**src/hdl/dequ_pkg.sv**
```systemverilog
// Shared types and opcode constants for the double-ended queue unit.
`default_nettype none

package dequ_pkg;

  localparam int OPCODE_W = 3;
  localparam int WORD_W = 32;
  localparam int LENGTH_W = 5;

  localparam logic [OPCODE_W-1:0] OP_PUSH_FRONT = 3'd0;
  localparam logic [OPCODE_W-1:0] OP_PUSH_BACK  = 3'd1;
  localparam logic [OPCODE_W-1:0] OP_POP_FRONT  = 3'd2;
  localparam logic [OPCODE_W-1:0] OP_POP_BACK   = 3'd3;
  localparam logic [OPCODE_W-1:0] OP_PEEK_FRONT = 3'd4;
  localparam logic [OPCODE_W-1:0] OP_PEEK_BACK  = 3'd5;

  typedef struct packed {
    logic [OPCODE_W-1:0] opcode;
    logic [WORD_W-1:0]   value;
  } dequ_req_t;

  typedef struct packed {
    logic                ok;
    logic [WORD_W-1:0]   read_value;
    logic [LENGTH_W-1:0] length;
  } dequ_rsp_t;

  // Controller to datapath
  typedef struct packed {
    logic accept;
    logic load;
  } dequ_cmd_t;

  // Datapath to controller
  typedef struct packed {
    logic slot_free;
  } dequ_stat_t;

endpackage

`default_nettype wire

```
**src/hdl/dequ_ctrl.sv**
```systemverilog
// Controller state machine for the double-ended queue unit.
`default_nettype none

module dequ_ctrl
  import dequ_pkg::*;
(
  input  wire logic       clk,
  input  wire logic       rst,
  input  wire logic       req_valid,
  output logic            req_stall,
  output dequ_cmd_t       cmd,
  input  wire dequ_stat_t stat
);

  localparam logic ST_IDLE = 1'b0;
  localparam logic ST_LOAD = 1'b1;

  logic state;
  logic state_next;

  always_comb begin
    state_next = state;
    cmd.accept = 1'b0;
    cmd.load   = 1'b0;
    case (state)
      ST_IDLE: begin
        if (req_valid) begin
          cmd.accept = 1'b1;
          state_next = ST_LOAD;
        end
      end
      ST_LOAD: begin
        // wait for the result register to free up
        if (stat.slot_free) begin
          cmd.load   = 1'b1;
          state_next = ST_IDLE;
        end
      end
      default: state_next = ST_IDLE;
    endcase
  end

  assign req_stall = (state != ST_IDLE);

  always_ff @(posedge clk) begin
    if (rst) begin
      state <= ST_IDLE;
    end else begin
      state <= state_next;
    end
  end

endmodule

`default_nettype wire

```
**src/hdl/dequ_datapath.sv**
```systemverilog
// Datapath of the double-ended queue unit: pointers, entry memory, result register.
`default_nettype none

module dequ_datapath
  import dequ_pkg::*;
#(
  parameter int DEPTH = 16,
  parameter int DATA_WIDTH = 32
) (
  input  wire logic      clk,
  input  wire logic      rst,
  input  wire dequ_req_t req,
  input  wire dequ_cmd_t cmd,
  output dequ_stat_t     stat,
  output logic           rsp_valid,
  input  wire logic      rsp_stall,
  output dequ_rsp_t      rsp
);

  localparam int AW = $clog2(DEPTH);
  localparam int CW = $clog2(DEPTH + 1);
  localparam int SW = (DATA_WIDTH < WORD_W) ? DATA_WIDTH : WORD_W;
  localparam logic [AW:0]   DEPTH_S = (AW + 1)'(DEPTH);
  localparam logic [AW-1:0] LAST_SLOT = AW'(DEPTH - 1);
  localparam logic [CW-1:0] FULL_COUNT = CW'(DEPTH);

  logic [SW-1:0] mem [DEPTH];
  logic [SW-1:0] rdata;

  logic [AW-1:0] head;
  logic [AW-1:0] head_next;
  logic [CW-1:0] count;
  logic [CW-1:0] count_next;

  logic          pend_rd;
  logic          pend_ok;

  logic          full;
  logic          empty;
  logic [AW-1:0] head_dec;
  logic [AW-1:0] head_inc;
  logic [AW:0]   back_sum;
  logic [AW:0]   last_sum;
  logic [AW-1:0] back_slot;
  logic [AW-1:0] last_slot_idx;
  logic          op_ok;
  logic          op_rd;
  logic          op_we;
  logic [AW-1:0] addr;

  assign full  = (count == FULL_COUNT);
  assign empty = (count == '0);

  assign head_dec = (head == '0) ? LAST_SLOT : head - AW'(1);
  assign head_inc = (head == LAST_SLOT) ? '0 : head + AW'(1);

  // wrap head + offset back into the buffer; sum stays below twice the depth
  assign back_sum  = (AW + 1)'(head) + (AW + 1)'(count);
  assign last_sum  = back_sum - (AW + 1)'(1);
  assign back_slot = (back_sum >= DEPTH_S) ? AW'(back_sum - DEPTH_S) : AW'(back_sum);
  assign last_slot_idx = (last_sum >= DEPTH_S) ? AW'(last_sum - DEPTH_S) : AW'(last_sum);

  always_comb begin
    op_ok      = 1'b0;
    op_rd      = 1'b0;
    op_we      = 1'b0;
    addr       = head;
    head_next  = head;
    count_next = count;
    case (req.opcode)
      OP_PUSH_FRONT: begin
        op_ok = !full;
        op_we = !full;
        addr  = head_dec;
        if (!full) begin
          head_next  = head_dec;
          count_next = count + CW'(1);
        end
      end
      OP_PUSH_BACK: begin
        op_ok = !full;
        op_we = !full;
        addr  = back_slot;
        if (!full) begin
          count_next = count + CW'(1);
        end
      end
      OP_POP_FRONT, OP_PEEK_FRONT: begin
        op_ok = !empty;
        op_rd = !empty;
        addr  = head;
        if (!empty && req.opcode == OP_POP_FRONT) begin
          head_next  = head_inc;
          count_next = count - CW'(1);
        end
      end
      OP_POP_BACK, OP_PEEK_BACK: begin
        op_ok = !empty;
        op_rd = !empty;
        addr  = last_slot_idx;
        if (!empty && req.opcode == OP_POP_BACK) begin
          count_next = count - CW'(1);
        end
      end
      default: begin
        op_ok = 1'b0;
      end
    endcase
  end

  always_ff @(posedge clk) begin
    if (cmd.accept && op_we) begin
      mem[addr] <= req.value[SW-1:0];
    end
    if (cmd.accept && op_rd) begin
      rdata <= mem[addr];
    end
  end

  always_ff @(posedge clk) begin
    if (rst) begin
      head  <= '0;
      count <= '0;
    end else if (cmd.accept) begin
      head  <= head_next;
      count <= count_next;
    end
  end

  always_ff @(posedge clk) begin
    if (cmd.accept) begin
      pend_ok <= op_ok;
      pend_rd <= op_rd;
    end
  end

  assign stat.slot_free = !rsp_valid || !rsp_stall;

  always_ff @(posedge clk) begin
    if (rst) begin
      rsp_valid <= 1'b0;
    end else if (cmd.load) begin
      rsp_valid <= 1'b1;
    end else if (!rsp_stall) begin
      rsp_valid <= 1'b0;
    end
  end

  always_ff @(posedge clk) begin
    if (cmd.load) begin
      rsp.ok         <= pend_ok;
      rsp.read_value <= pend_rd ? WORD_W'(rdata) : '0;
      rsp.length     <= LENGTH_W'(count);
    end
  end

endmodule

`default_nettype wire

```
**src/hdl/double_ended_queue_unit.sv**
```systemverilog
// A request is taken in the idle state; the load state then waits for the output
// register to free up and loads the result. The entry memory read is registered; no
// new request is taken until the result of the last one is loaded.
// A finished result waits in the output register while the next request is taken.
// Reset clears head, count and the valid flag; entry contents are not cleared.
`default_nettype none

module double_ended_queue_unit
  import dequ_pkg::*;
#(
  parameter int DEPTH = 16,
  parameter int DATA_WIDTH = 32
) (
  input  wire logic      clk,
  input  wire logic      rst,
  input  wire logic      req_valid,
  output logic           req_stall,
  input  wire dequ_req_t req,
  output logic           rsp_valid,
  input  wire logic      rsp_stall,
  output dequ_rsp_t      rsp
);

  dequ_cmd_t  cmd;
  dequ_stat_t stat;

  dequ_ctrl u_ctrl (
    .clk       (clk),
    .rst       (rst),
    .req_valid (req_valid),
    .req_stall (req_stall),
    .cmd       (cmd),
    .stat      (stat)
  );

  dequ_datapath #(
    .DEPTH      (DEPTH),
    .DATA_WIDTH (DATA_WIDTH)
  ) u_datapath (
    .clk       (clk),
    .rst       (rst),
    .req       (req),
    .cmd       (cmd),
    .stat      (stat),
    .rsp_valid (rsp_valid),
    .rsp_stall (rsp_stall),
    .rsp       (rsp)
  );

endmodule

`default_nettype wire

```
**config.mk**
```make
export PLATFORM = sky130hd
export DESIGN_NAME = double_ended_queue_unit
export DESIGN_NICKNAME = d
export VERILOG_FILES = /design/src/hdl/dequ_pkg.sv /design/src/hdl/dequ_ctrl.sv /design/src/hdl/dequ_datapath.sv /design/src/hdl/double_ended_queue_unit.sv
export SDC_FILE = /design/constraint.sdc
export NUM_CORES = 1
export LEC_CHECK = 0
export BUFFER_PORTS_ARGS = -buffer_cell sky130_fd_sc_hd__buf_2
export CORE_UTILIZATION = 45
export DETAILED_ROUTE_END_ITERATION = 6
export SLEW_MARGIN = 20
export SYNTH_ARGS = -nofsm -noshare
export SYNTH_HDL_FRONTEND = slang
export SYNTH_SLANG_ARGS = --single-unit
```
**constraint.sdc**
```tcl
create_clock -name clk -period 6.45 [get_ports clk]
set_clock_uncertainty 0.05 [all_clocks]
set_input_delay 0.3225 -clock clk [delete_from_list [all_inputs] [get_ports clk]]
set_output_delay 0.3225 -clock clk [all_outputs]
set_load 0.02 [all_outputs]
```
==> flow_metrics.env <==
export IMPL_hp_start="req[28]"
export IMPL_hold_viol=0
export IMPL_netlist_instances=1640
export IMPL_place_ws_ps=1990
export IMPL_tns_ps=0
export IMPL_synth_xor_area_frac=0.00548
export IMPL_setup_ws_ps=1930
export IMPL_grt_usage=0.212
export IMPL_synthArstFlopShare=0
export IMPL_instances_no_fill=2414
export IMPL_rows=83
export IMPL_synthMuxAreaShare=0.000852
export IMPL_num_nets_final=1744
export IMPL_ir_drop_v=0.000201
export IMPL_crit_buf_inv=2
export IMPL_initial_core_util=0.457
export IMPL_gr_total_overflow=0
export IMPL_grt_max_degree=169
export IMPL_yosysSeqAreaShare=0.756
export IMPL_synth_top_family_by_area="compound AO/OA/AOI/OAI gates"
export IMPL_fill_cells=4250
export IMPL_tritoncts_num_buffers=58
export IMPL_via_count=14075
export IMPL_slowest_stage="buf_4"
export IMPL_synth_ff_type="edfxtp_1"
export IMPL_crit_path_start_kind="flop"
export IMPL_grt_pass1_vias=13949
export IMPL_wirelength_mm=55.6
export IMPL_fmax_mhz=221
export IMPL_hold_end="u_datapath.mem[4][28]$_DFFE_PP_"
export IMPL_synth_fa_ha_area_frac=0.00703
export IMPL_multi_input_area_um2=5220
export IMPL_ys_ff_latch=595
export IMPL_cts_max_level=2
export IMPL_min_period_ps=4520
export IMPL_rsz0062_at_grt="false"
export IMPL_worstPathMaxFanout=33
export IMPL_cts_root_buf="clkbuf_16"
export IMPL_cts_resized_gates=0
export IMPL_n_antenna_cell=0
export IMPL_clk_latency_ps=610
export IMPL_area_growth_syn_to_layout_pct=12.7
export IMPL_numPortBuffers=78
export IMPL_yosysWarnings=0
export IMPL_wl_per_cell_um=23.0
export IMPL_status="completed"
export IMPL_power_density_nw_per_um2=324
export IMPL_synth_compound_area_frac=0.125
export IMPL_die_h_um=231
export IMPL_yosys_area_share_simple=0.0778
export IMPL_io_pin_count=79
export IMPL_antenna_found_initial=0
export IMPL_r2r_slack_ps=1930
export IMPL_fin_area_um2=26500
export IMPL_dpl_cell_area_um2=24700
export IMPL_arrival_ps=4710
export IMPL_seqCellArea_um2=17800
export IMPL_relSlewSlack=0.266
export IMPL_post_cts_buffers=0
export IMPL_slew_violations=0
export IMPL_cpPeakStageDelay_ps=560
export IMPL_finalCritPeriodShare=0.700
export IMPL_clk_transition_reported_paths_ps=60
export IMPL_cts_path_max_buffers=3
export IMPL_fin_hold_ws_ps=39.2
export IMPL_placed_cells=2308
export IMPL_power_mw=8.58
export IMPL_hp_class="primary input to flop"
export IMPL_first_pass_iters=5
export IMPL_finalSetupViolCount=0
export IMPL_max_cap_violations=0
export IMPL_crit_chain="ha_1 > fa_1 > inv_1 > ha_1 > a211oi_1 > or3_4 > nand4_1 > nor3_2 > buf_4"
export IMPL_synth_top_area_frac=0.746
export IMPL_drive_gt1_frac=0.126
export IMPL_yosysTopAreaCell="edfxtp_1"
export IMPL_synthTopCellsByArea="edfxtp_1 75%, a21oi_1 6.4%, a221oi_1 4.6%, nand2_1 4.2%, buf_2 0.98%"
export IMPL_synth_edf_count=584
export IMPL_remaining_drc_errors=0
export IMPL_worstHoldPathCells=1
export IMPL_syn_num_nets=1691
export IMPL_r2r_cells=9
export IMPL_avgSynthCellArea_um2=14.3
export IMPL_cts_sinks=595
export IMPL_worst_pin_slew_ps=1100
export IMPL_tritoncts="done"
export IMPL_path_class="flop to flop"
export IMPL_coreArea_um2=51400
export IMPL_p_leak_nw=8.78
export IMPL_synth_area_um2=23500
export IMPL_grt_pass1_wl_mm=85.4
export IMPL_die_width_um=231
export IMPL_dieArea_um2=53100
export IMPL_cpMostUsedCell="ha_1"
export IMPL_post_route_util=0.515
export IMPL_endpoint_kind="flop"
export IMPL_r2r_end="u_datapath.mem[11][17]$_DFFE_PP_"
export IMPL_crit_family="simple AND/OR/NAND/NOR gates"
export IMPL_routabilityCongestion=0.745
export IMPL_synth_cell_types=57
export IMPL_ant_nets=0
export IMPL_critPathRequiredTime_ps=6640
export IMPL_ctsHoldBuffers=5
export IMPL_r2r_start="u_datapath.head[0]$_SDFFE_PP0P_"
export IMPL_viasPerCell=5.83
export IMPL_drt_iter0_drc=1458
export IMPL_hpwl_mm=30.1
## worst reg2reg max path, cell delays in order, from the launching register on
cell and delay [ps]:
dfxtp_1 530, ha_1 260, fa_1 470, inv_1 80, ha_1 240, a211oi_1 470
or3_4 510, nand4_1 450, nor3_2 500, buf_4 560
## metal layers
metal  routed length [um]  track usage  up-vias
met3                 3120       0.0310       80
met2                26500        0.343      423
li1                     -            -     6387
met1                24600        0.296     7185
met4                 1360       0.0660        0
met5                    0            0        -
## synthesized netlist by cell type (7+ instances only)
master and count:
dfxtp_1 11, buf_2 46, nor2b_1 8, edfxtp_1 584, nor3_1 40, and3_1 7
a221oi_1 124, inv_1 8, buf_4 19, a21oi_1 300, nand2_1 266, ha_1 10
and2_1 33, clkbuf_1 42, nor2_1 50, buf_1 9
## kinds of logic after synthesis
family,count (synthesis)
flops,595
compound gates,464
simple gates,424
buf+inv,130
xor+xnor,13
fa+ha+maj,12
mux,2
## cell type report
| cell class | instances | area share |
|---|---|---|
| repair buffers | 115 | 0.0333 |
| inverters | 8 | 0.00113 |
| clock inverters | 26 | 0.00619 |
| multi-input cells | 915 | 0.197 |
| well taps | 680 | 0.0321 |
| clock buffers | 75 | 0.0596 |
| flip-flops and latches | 595 | 0.670 |
## cells in the final DEF (no fill, tap or decap), types with 3 or more instances in the layout
cell           netlist  routed
a21o_1               4       4
nor2b_4              0       3
xnor2_1              6       6
nor3_1              40      36
dfxtp_1             11      11
buf_2               46      78
clkbuf_16            0      61
nand2_1            266     265
a21oi_1            300     300
ha_1                10      10
xor2_1               6       6
nand4_1              3       3
clkinv_2             0       8
clkinv_1             0      15
nand2b_1             5       5
buf_16               0       7
a221oi_2             4       4
edfxtp_1           584     584
clkbuf_1            42      14
and2_1              33      32
nor2b_1              8       5
nor3_2               1       4
buf_12               0       5
inv_1                8       8
nor2_4               0       4
dlygate4sd3_1        0       5
a211oi_1             3       3
nor2_1              50      46
and3_2               0       5
o21ai_0              4       4
a221oi_1           124     124
buf_4               19      20
## flip-flops by register name (all words and copies together), names as in the netlist
signal                flops
u_datapath.pend_rd        1
u_datapath.pend_ok        1
u_datapath.count          5
u_datapath.head           4
u_ctrl.req_stall          1
u_datapath.mem          512
u_datapath.rsp_valid      1
u_datapath.rdata         32
u_datapath.rsp           38
## where the power goes
group	leakage, nW	internal, mW	switching, mW	total [mW]
clock network	0.851	1.78	1.39	3.17
logic	2.57	0.318	0.738	1.06
registers	5.37	4.33	0.0271	4.36
total	8.78	6.43	2.15	8.58
## worst max-delay path by stage
stage                                      from                               end  slack, ps  cells past startpoint
2_1_floorplan  u_datapath.count[0]$_SDFFE_PP0P_   u_datapath.mem[11][0]$_DFFE_PP_       1130                     11
3_3_place_gp    u_datapath.head[0]$_SDFFE_PP0P_  u_datapath.mem[15][15]$_DFFE_PP_       2010                      8
3_5_place_dp    u_datapath.head[0]$_SDFFE_PP0P_  u_datapath.mem[11][14]$_DFFE_PP_       1990                      9
4_1_cts         u_datapath.head[0]$_SDFFE_PP0P_  u_datapath.mem[11][17]$_DFFE_PP_       1920                      9
5_1_grt         u_datapath.head[0]$_SDFFE_PP0P_    u_datapath.rdata[20]$_DFFE_PP_       1640                     11
6_report        u_datapath.head[0]$_SDFFE_PP0P_  u_datapath.mem[11][17]$_DFFE_PP_       1930                      9
Note: power is estimated with default switching activity, not from simulation.
